==> config.mk <==
export PLATFORM = sky130hd
export DESIGN_NAME = shp3_chan
export DESIGN_NICKNAME = d
export VERILOG_FILES = /design/src/design/shp3_pkg.sv /design/src/design/shp3_chan.sv
export SDC_FILE = /design/constraint.sdc
export NUM_CORES = 1
export LEC_CHECK = 0
export BUFFER_PORTS_ARGS = -buffer_cell sky130_fd_sc_hd__buf_2
export CAP_MARGIN = 30
export CORE_UTILIZATION = 45
export DETAILED_ROUTE_END_ITERATION = 10
export HOLD_SLACK_MARGIN = 0.06
export PLACE_DENSITY = 0.7
export SLEW_MARGIN = 0
export SYNTH_ARGS = -nofsm -noshare
export SYNTH_HDL_FRONTEND = slang
export SYNTH_SLANG_ARGS = --single-unit
==> constraint.sdc <==
create_clock -name clk_i -period 7.4 [get_ports clk_i]
set_clock_uncertainty 0.05 [all_clocks]
set_input_delay 0.74 -clock clk_i [delete_from_list [all_inputs] [get_ports clk_i]]
set_output_delay 0.74 -clock clk_i [all_outputs]
set_load 0.03 [all_outputs]
==> src/design/shp3_pkg.sv <==
// ----------------------------------------------------------------------------
// shp3_pkg: types and constants of the 3x3 RGB sharpening filter
// Word formats, register indexes and the fixed arithmetic constants.
// ----------------------------------------------------------------------------
`default_nettype none

package shp3_pkg;

  localparam int CFG_IDX_W  = 2;
  localparam int CFG_DATA_W = 12;
  localparam int DIM_W      = 12;
  localparam int ROW_W      = DIM_W + 1;
  localparam int WEIGHT_W   = 8;
  localparam int CHAN_W     = 8;
  localparam int PIX_W      = 3 * CHAN_W;
  localparam int NSUM_W     = CHAN_W + 3;
  localparam int CPROD_W    = WEIGHT_W + CHAN_W;
  localparam int NPROD_W    = WEIGHT_W + NSUM_W;
  localparam int DIFF_W     = NPROD_W + 1;
  localparam int QIN_W      = 12;
  localparam int RECIP_W    = 12;
  localparam int DIV_SHIFT  = 15;

  localparam logic [RECIP_W-1:0] DIV_RECIP = 12'd3277;
  localparam logic [DIFF_W-1:0]  SAT_LIMIT = DIFF_W'(2560);
  localparam logic [CHAN_W-1:0]  CHAN_MAX  = 8'd255;

  localparam int MIN_DIM          = 3;
  localparam int FRAME_WIDTH_RST  = 640;
  localparam int FRAME_HEIGHT_RST = 480;
  localparam int CENTER_W_RST     = 20;
  localparam int NEIGHBOR_W_RST   = 1;

  typedef enum logic [CFG_IDX_W-1:0] {
    CFG_FRAME_WIDTH,
    CFG_FRAME_HEIGHT,
    CFG_CENTER_WEIGHT,
    CFG_NEIGHBOR_WEIGHT
  } cfg_idx_e;

  typedef struct packed {
    logic [CHAN_W-1:0] blue_in;
    logic [CHAN_W-1:0] green_in;
    logic [CHAN_W-1:0] red_in;
  } in_word_t;

  typedef struct packed {
    logic [CHAN_W-1:0] blue_out;
    logic [CHAN_W-1:0] green_out;
    logic [CHAN_W-1:0] red_out;
    logic              out_valid;
    logic              frame_last;
  } out_word_t;

  typedef struct packed {
    logic pxv;
    logic border;
    logic last;
  } ctl_t;

  typedef logic [8:0][CHAN_W-1:0] chan_win_t;

endpackage

`default_nettype wire

==> src/design/shp3_chan.sv <==
// ----------------------------------------------------------------------------
// shp3_chan: sharpening arithmetic for one color channel
// Neighbor sum, weight products, difference and saturating divide by ten.
// ----------------------------------------------------------------------------
`default_nettype none

module shp3_chan (
  input  wire logic                          clk_i,
  input  wire logic                          en_i,
  input  wire logic [shp3_pkg::WEIGHT_W-1:0] cw_i,
  input  wire logic [shp3_pkg::WEIGHT_W-1:0] nw_i,
  input  wire shp3_pkg::chan_win_t           win_i,
  output logic      [shp3_pkg::CHAN_W-1:0]   res_o
);
  import shp3_pkg::*;

  logic [CHAN_W-1:0]           ctr_q;
  logic [NSUM_W-1:0]           nsum_d, nsum_q;
  logic [CPROD_W-1:0]          cprod_q;
  logic [NPROD_W-1:0]          nprod_q;
  logic [DIFF_W-1:0]           diff;
  logic                        neg_q, big_q;
  logic [QIN_W-1:0]            x_q;
  logic [QIN_W+RECIP_W-1:0]    recip_prod;

  always_comb begin
    nsum_d = '0;
    for (int k = 0; k < 9; k++) begin
      if (k != 4) begin
        nsum_d = nsum_d + NSUM_W'(win_i[k]);
      end
    end
  end

  assign diff = DIFF_W'(cprod_q) - DIFF_W'(nprod_q);

  always_ff @(posedge clk_i) begin
    if (en_i) begin
      ctr_q   <= win_i[4];
      nsum_q  <= nsum_d;
      cprod_q <= cw_i * ctr_q;
      nprod_q <= NPROD_W'(nw_i) * NPROD_W'(nsum_q);
      neg_q   <= diff[DIFF_W-1];
      big_q   <= !diff[DIFF_W-1] && (diff >= SAT_LIMIT);
      x_q     <= diff[QIN_W-1:0];
    end
  end

  // x < 2560 here, so the reciprocal product gives floor(x/10) exactly
  assign recip_prod = x_q * DIV_RECIP;

  always_comb begin
    if (neg_q) begin
      res_o = '0;
    end else if (big_q) begin
      res_o = CHAN_MAX;
    end else begin
      res_o = recip_prod[DIV_SHIFT +: CHAN_W];
    end
  end

endmodule

`default_nettype wire

==> results of run 1 <==
[through the flow]
stage | hold WS, ns | std cells | utilization (%)
5_1_grt | 0.503 | 1602 | 50.8
4_1_cts | 0.500 | 1602 | 50.8
6_report | 0.513 | 1602 | 50.8
2_1_floorplan | 0.476 | 1171 | -
3_5_place_dp | 0.614 | 1586 | 49.5
3_3_place_gp | 0.615 | 1586 | 49.5
[cells by family after synthesis]
| group | share of synthesized area, % |
|---|---|
| compound gates | 8.01 |
| xor+xnor | 3.53 |
| fa+ha+maj | 50.0 |
| flops | 17.5 |
| buf+inv | 9.63 |
| simple gates | 11.3 |
[state kept, by name (all words and copies together), names as in the netlist]
| name | flops |
|---|---|
| nprod_q | 19 |
| cprod_q | 16 |
| x_q | 12 |
| nsum_q | 11 |
| ctr_q | 8 |
| big_q | 1 |
| neg_q | 1 |
[metal layers]
metal  up-vias  wire, um
met3        16       417
met5         -         0
met2        90     10900
li1       3915         -
met4         0       265
met1      4041      9200
[cell usage after synthesis, drive strengths merged (11+ instances only)]
cell	n	share of area, %
a21o	15	0.97
a21oi	39	1.8
and2	89	4.8
clkbuf	11	0.37
edfxtp	68	18
fa	175	30
ha	185	20
inv	285	9.2
nand2	95	3.1
nor2	35	1.1
o21ai	27	1.3
xnor2	33	2.5
xor2	14	1.1
[cell type report]
cell class | count | share of cell area [%]
clock buffer | 9 | 1.76
clock inverter | 7 | 0.761
inverter | 285 | 8.34
multi-input combinational | 805 | 66.2
sequential | 68 | 15.9
tap | 330 | 3.22
timing repair buffer | 98 | 3.84
[path summary, 6_finish.rpt]
kind / start / end / slack (ns) / depth (start not counted)
setup / recovery: x_q[1]$_DFFE_PP_ / res_o[7] / 1.09 / 19
hold / removal: win_i[35] / ctr_q[3]$_DFFE_PP_ / 0.51 / 1
setup reg to reg: nsum_q[4]$_DFFE_PP_ / nprod_q[17]$_DFFE_PP_ / 2.46 / 15
hold reg to reg: nprod_q[0]$_DFFE_PP_ / x_q[0]$_DFFE_PP_ / 0.61 / 2
==> flow_summary.ini, run 1 <==
[setup_path]
worstSetupPathType = flop to output pin
critPathTopFamily = adder cells
cp-end-kind = output pin
crit_path_top_delay_cell = fa_1
worst-endpoint-arrival_ns = 5.52
worstSetupStartpointType = flop
cp_slowest_stage_delay_ns = 0.55
worst_ep_required_time_ns = 6.61
count_of_buffer_and_inverter_cells_on_the_critical_path = 3
path_cells = ha_1 -> xor2_1 -> ha_1 -> fa_1 -> fa_1 -> inv_1 -> fa_1 -> inv_1 -> ha_1 -> a211o_1 -> o221a_1 -> o21ai_2 -> nor3_2 -> nor3_2 -> o311ai_2 -> a21oi_2 -> xnor2_1 -> a21oi_1 -> buf_2
crit_path_max_fanout = 5

[clock_network]
tritoncts_num_sinks = 68
cts_setup_buffers = 0
cts-resized-gates = 0
tritoncts = built
hold_buffers = 0
cts_buffers = 9
clockRootBuffer = clkbuf_16
clock_edge_transition_at_the_registers_on_the_reported_setup_and_hold_paths_ns = 0.06
insertion_delay_ns = 0.35
clock_path_buffers = 2
clock_tree.htree_level_count = 3

[route]
dr_total_vias = 8062
avgRoutedWirePerCell_um = 13.0
drt-total-wl_um = 20800
detail_route.vias_per_cell = 5.03
detail_route.iter0.violations = 312
detailedRoute.firstPassIterationCount = 4
remaining_drc_errors = 0
antenna_left = 0

[final_layout]
layout.nets = 1717
final_common_cell = inv_1
ff_latch_area_sq_um = 2040
drive_above_1_share_pct = 9.98
n_antenna_cell = 0
fillers = 2303
finish.instance_area_sq_um = 12800
multiInputGateArea_sq_um = 8480
layout.cells.most_common_list = inv_1 (285), ha_1 (185), fa_1 (175)
area_growth_pct = 10.1

[grt]
grt_util_all_layers_pct = 17.1
grt-ovfl-total = 0
gr-usage-met1_pct = 21.6
global_route_wire_length_before_repair_um = 36900
maximum_number_of_pins_on_one_net_before_global_route_repair = 69
grt_busiest_layer = met2
first_global_vias = 8489
grt.met2_usage_pct = 30.9
gr-usage-met3_pct = 1.68
antenna_found_initial = 0

[placement]
gp_congestion = 0.841
hpwl_um = 17700
worst_setup_slack_after_placement_ns = 1.46
placed_area_sq_um = 12500
port_buffers = 97

[floorplanning]
die-height_um = 163
die-area_sq_um = 26500
die-width_um = 163
start_util_pct = 46.1
num_io_pins = 98
coreArea_sq_um = 25300
std_cell_rows = 58

[timing]
fmax_mhz = 159
final_hold_viol_count = 0
setup_viols_final = 0
postLayoutSetupSlackWorst_ns = 1.09
sum_of_negative_setup_slack_ns = 0
finalWorstPathRequiredPeriod_ns = 6.31
rsz0062_at_grt = no
report.final.slew_viol_count = 0
timing_worst_slew_pin_value_ns = 0.934
timing.final.crit_share_pct = 85.2
max-slew-margin-rel_pct = 37.7

[synth]
ys_seq_area_share_pct = 17.5
synth-async-reset-ratio_pct = 0
postSynthRegisterBits = 68
synth.lib_cells_used.distinct = 62
dominantRegCellSynth = edfxtp_1
yosysWarnings = 0
syn-num-nets = 1621
synth-edff-count = 68
syn-instance-count = 1171
synthesis.area_sq_um = 11600
postSynthAreaPerCell_sq_um = 9.95

[min_path]
type_of_the_worst_min_delay_path = input port to flop

[job]
drv.max_cap_violation_count = 0

[status]
run_status = complete, no violations
Power of run 1 is not shown: default switching activity piles up to over one toggle a cycle in this logic, so the estimate is an artifact.
==> run 2, diff against run 1 <==
- PLACE_DENSITY: 0.7 -> 0.72
- clock period: 7.4 -> 5.3 ns (I/O delays scaled with it)
==> run 2 against run 1 <==
The flow now finishes with violations (setup timing). Core utilization up 1.2 points. Critical path depth is the same. Sequential share of layout area down 0.38 points. Non-clock buffer count grew 28. Wire length increased by 3.2%. First-iteration DRC count is 1.3% higher. Clock-buffer cell count up 1. Via count is 1.5% higher. Global-route usage rose by 0.58 points. Hold slack got worse by 0.21 ns. Cell area is 2.4% higher.
==> flow_summary.ini, run 2 (synthesis results as in run 1) <==
[clock_network]
clock_tree.htree_level_count = 3
tritoncts_num_sinks = 68
clock_path_buffers = 2
clock_edge_transition_at_the_registers_on_the_reported_setup_and_hold_paths_ns = 0.06
tritoncts = built
clockRootBuffer = clkbuf_16
insertion_delay_ns = 0.34
cts_buffers = 9

[final_layout]
max_flop_register = nprod_q
layout.cells.most_common_list = inv_1 (284), ha_1 (183), fa_1 (175)
finish.instance_area_sq_um = 13100
n_antenna_cell = 0
area_growth_pct = 12.8
final_common_cell = inv_1
largest_register_ffs = 19
layout.nets = 1745
drive_above_1_share_pct = 12.7
top_regs = nprod_q (19), cprod_q (16), x_q (12)

[timing]
final_hold_viol_count = 0
fmax_mhz = 173
postLayoutSetupSlackWorst_ns = -0.486
setup_viols_final = 8
max-slew-margin-rel_pct = 37.4
timing_worst_slew_pin_value_ns = 0.939
timing.final.crit_share_pct = 109
finalWorstPathRequiredPeriod_ns = 5.79
rsz0062_at_grt = yes
report.final.slew_viol_count = 0

[placement]
gp_congestion = 0.872
hpwl_um = 18200
port_buffers = 97
placed_area_sq_um = 12700

[grt]
grt_util_all_layers_pct = 17.7
gr-usage-met3_pct = 2.06
grt-ovfl-total = 0
grt.met2_usage_pct = 31.8
antenna_found_initial = 1
first_global_vias = 8542
global_route_wire_length_before_repair_um = 37900
grt_busiest_layer = met2
gr-usage-met1_pct = 22.2
maximum_number_of_pins_on_one_net_before_global_route_repair = 69

[route]
dr_total_vias = 8184
remaining_drc_errors = 0
detail_route.vias_per_cell = 5.02
avgRoutedWirePerCell_um = 13.2
detailedRoute.firstPassIterationCount = 7
drt-total-wl_um = 21500
detail_route.iter0.violations = 316
antenna_left = 0

[min_path]
type_of_the_worst_min_delay_path = input port to flop
holdPathStages = 1

[setup_path]
cp-end-kind = output pin
r2r_cells = 15
worstSetupPathType = flop to output pin
worst-endpoint-arrival_ns = 5.21
crit_path_max_fanout = 3
worstSetupStartpointType = flop
worst_ep_required_time_ns = 4.72

[floorplanning]
start_util_pct = 46.1
die-height_um = 163
num_io_pins = 98
die-width_um = 163
std_cell_rows = 58
die-area_sq_um = 26500
coreArea_sq_um = 25300

[status]
failing_checks = setup timing
run_status = finished, violations left

[job]
drv.max_cap_violation_count = 0
## run 2: worst paths after layout
| kind | from | end | slack [ns] |
|---|---|---|---|
| worst max-delay path | x_q[1]$_DFFE_PP_ | res_o[3] | -0.49 |
| worst min-delay path | win_i[34] | ctr_q[2]$_DFFE_PP_ | 0.31 |
| worst max register to register | nsum_q[4]$_DFFE_PP_ | nprod_q[17]$_DFFE_PP_ | 0.39 |
| worst min register to register | nprod_q[0]$_DFFE_PP_ | x_q[0]$_DFFE_PP_ | 0.62 |
## run 2: per-layer routing
layer  vias up  share of wire (%)
li1       3969                  -
met1      4102                 43
met2        91                 53
met3        20                2.4
met4         2                1.5
met5         -              0.060
## run 2: repair_timing
| action | CTS | global route |
|---|---|---|
| hold buffers | 0 | 0 |
| pin swaps | 3 | 3 |
| gates resized for setup | 17 | 8 |
| setup buffers | 3 | 3 |
| endpoints found under the setup margin | 8 | 8 |
## run 2: worst max-delay path, stage by stage, from the launching register on
cell and delay, ns:
edfxtp_1 0.47, buf_6 0.17, ha_4 0.14, xor2_1 0.14, ha_1 0.29, fa_1 0.46
fa_1 0.57, inv_2 0.04, fa_1 0.52, inv_1 0.04, ha_1 0.30, a211o_1 0.29
o221a_1 0.26, o21ai_2 0.19, nor3_4 0.08, o31a_2 0.35, nor2_2 0.10, xor2_1 0.19
a21oi_2 0.08, buf_6 0.16
## run 2: stage by stage
step                      setup WS (ns)  utilization, %  hold slack, ns  TNS (ns)  cells
after floorplan                 0.00758               -           0.476         0   1171
after global placement          -0.0874            50.2           0.617    -0.270   1608
after detailed placement         -0.171            50.2           0.613    -0.631   1608
after CTS                        -0.504            51.7           0.294     -3.40   1627
after global routing             -0.771            52.0           0.295     -5.39   1630
final                            -0.486            52.0           0.308     -3.19   1630
## run 2: final cells by class
type                    instances  area [sq um]
fillers                      2310         12100
multi-input cells             805          8550
flip-flops and latches         68          2040
inverters                     285          1070
repair buffers                126           749
well taps                     330           413
clock buffers                  10           229
clock inverters                 6          78.8
Power of run 2 is left out for the same reason.
==> run 3, diff against run 2 <==
- BUFFER_PORTS_ARGS: -buffer_cell sky130_fd_sc_hd__buf_2 -> unset
- DONT_BUFFER_PORTS: unset -> 1
- PLACE_DENSITY: 0.72 -> 0.69
==> run 3 against run 2 <==
The run still ends with setup timing left. Core utilization shrank 1.5 points. Maximum frequency grew 0.93%. Sequential share of layout area grew 0.46 points. Final cell count shrank 5.3%. Register-to-register slack gained 0.09 ns.
==> flow_summary.ini, run 3 (synthesis results as in run 1) <==
[final_layout]
finish.utilization_pct = 50.5
drive_above_1_share_pct = 7.34
layout.cells.most_common_list = inv_1 (282), ha_1 (177), fa_1 (175)
largest_register_ffs = 19
n_antenna_cell = 0
layout.nets = 1660
top_regs = nprod_q (19), cprod_q (16), x_q (12)
fillers = 2306
final_cells = 1543
max_flop_register = nprod_q
final_common_cell = inv_1
area_growth_pct = 9.57

[timing]
postLayoutSetupSlackWorst_ns = -0.433
finalWorstPathRequiredPeriod_ns = 5.73
rsz0062_at_grt = yes
setup_viols_final = 8
final_hold_viol_count = 0
sum_of_negative_setup_slack_ns = -2.99
timing_worst_slew_pin_value_ns = 0.551
report.final.slew_viol_count = 0
max-slew-margin-rel_pct = 63.0
timing.final.crit_share_pct = 108
fmax_mhz = 174

[status]
failing_checks = setup timing
run_status = finished, violations left

[floorplanning]
die-height_um = 163
coreArea_sq_um = 25300
die-width_um = 163
std_cell_rows = 58
start_util_pct = 46.1
die-area_sq_um = 26500
num_io_pins = 98

[route]
detailedRoute.firstPassIterationCount = 5
detail_route.iter0.violations = 348
avgRoutedWirePerCell_um = 13.6
remaining_drc_errors = 0
dr_total_vias = 7761
drt-total-wl_um = 20900
antenna_left = 0
detail_route.vias_per_cell = 5.03

[placement]
gp_congestion = 0.850
placed_cells = 1517
worst_setup_slack_after_placement_ns = -0.194
port_buffers = 0
hpwl_um = 17600

[clock_network]
clockRootBuffer = clkbuf_16
clock_path_buffers = 2
tritoncts_num_sinks = 68
tritoncts = built
cts_buffers = 9
clock_tree.htree_level_count = 3
insertion_delay_ns = 0.34
clock_edge_transition_at_the_registers_on_the_reported_setup_and_hold_paths_ns = 0.06

[min_path]
hold_path_end = ctr_q[5]$_DFFE_PP_
holdPathStages = 0
worst_hold_startpoint = win_i[37]
type_of_the_worst_min_delay_path = input port to flop

[grt]
antenna_found_initial = 2
first_global_vias = 8273
maximum_number_of_pins_on_one_net_before_global_route_repair = 69
grt_util_all_layers_pct = 17.1
global_route_wire_length_before_repair_um = 36600
grt-ovfl-total = 0

[setup_path]
ff2ff_setup_slack_ns = 0.48
cp-end-kind = output pin
crit_path_max_fanout = 3
worstSetupStartpointType = flop
rr_endpoint = nprod_q[17]$_DFFE_PP_
worstSetupPathType = flop to output pin
cp_slowest_stage_delay_ns = 0.49
path_cells = buf_6 -> buf_6 -> ha_4 -> xor2_2 -> ha_1 -> fa_1 -> fa_1 -> inv_1 -> fa_1 -> inv_2 -> ha_4 -> a211o_1 -> a2111oi_4 -> o21a_1 -> nor3_4 -> nor3_4 -> o311ai_4 -> buf_4 -> xnor2_1 -> a21oi_2 -> buf_6
reg2reg_from = nsum_q[3]$_DFFE_PP_
worst_ep_required_time_ns = 4.72
r2r_cells = 15
worst-endpoint-arrival_ns = 5.15
crit_path_top_delay_cell = fa_1

[job]
drv.max_cap_violation_count = 0
-- run 3: worst max-delay path by stage --
stage / from / endpoint / slack (ns) / cells after the start
2_1_floorplan: x_q[1]$_DFFE_PP_ / res_o[7] / 0.008 / 18
3_3_place_gp: x_q[1]$_DFFE_PP_ / res_o[3] / -0.07 / 18
3_5_place_dp: x_q[1]$_DFFE_PP_ / res_o[5] / -0.19 / 19
4_1_cts: x_q[2]$_DFFE_PP_ / res_o[7] / -0.55 / 20
5_1_grt: x_q[5]$_DFFE_PP_ / res_o[7] / -0.64 / 20
6_report: x_q[1]$_DFFE_PP_ / res_o[6] / -0.43 / 21
-- run 3: cell type report --
type	instances	area [sq um]	share of cell area (%)
Sequential cell	68	2040	16.0
Tap cell	330	413	3.24
Multi-Input combinational cell	805	8640	67.7
Clock buffer	10	229	1.79
Timing Repair Buffer	41	349	2.74
Clock inverter	4	18.8	0.147
Inverter	285	1070	8.38
-- run 3: metrics by stage --
stage | cell area, sq um | hold slack, ns
floorplan | 11700 | 0.476
global placement | 12200 | 0.579
finish | 12800 | 0.230
detailed placement | 12200 | 0.579
global route | 12800 | 0.215
CTS | 12700 | 0.214
-- run 3: layer usage --
layer  up-vias  global-route usage (%)  share of wire (%)  wire length [um]
met2        77                    31.2                 54             11200
met5         -                       0               0.15                32
met4         4                    5.01                1.6               329
met1      3860                    20.8                 42              8870
met3        28                    2.39                2.1               438
li1       3792                       -                  -                 -
-- run 3: critical path: cells and delay by family, from the launching register on --
| family | cells | cell delay (ns) |
|---|---|---|
| flip-flops | 1 | 0.43 |
| adder cells (fa/ha/maj) | 6 | 2.10 |
| AO/OA/AOI/OAI | 5 | 1.06 |
| AND/OR/NAND/NOR | 2 | 0.29 |
| buffers and inverters | 6 | 0.67 |
| XOR/XNOR | 2 | 0.26 |
-- run 3: timing repair --
item | 4_1_cts | 5_1_grt
setup endpoints to repair | 8 | 8
pin swaps | 29 | 19
gates resized for setup | 20 | 12
hold buffers | 0 | 0
setup buffers | 6 | 6
Power of run 3 is left out for the same reason.
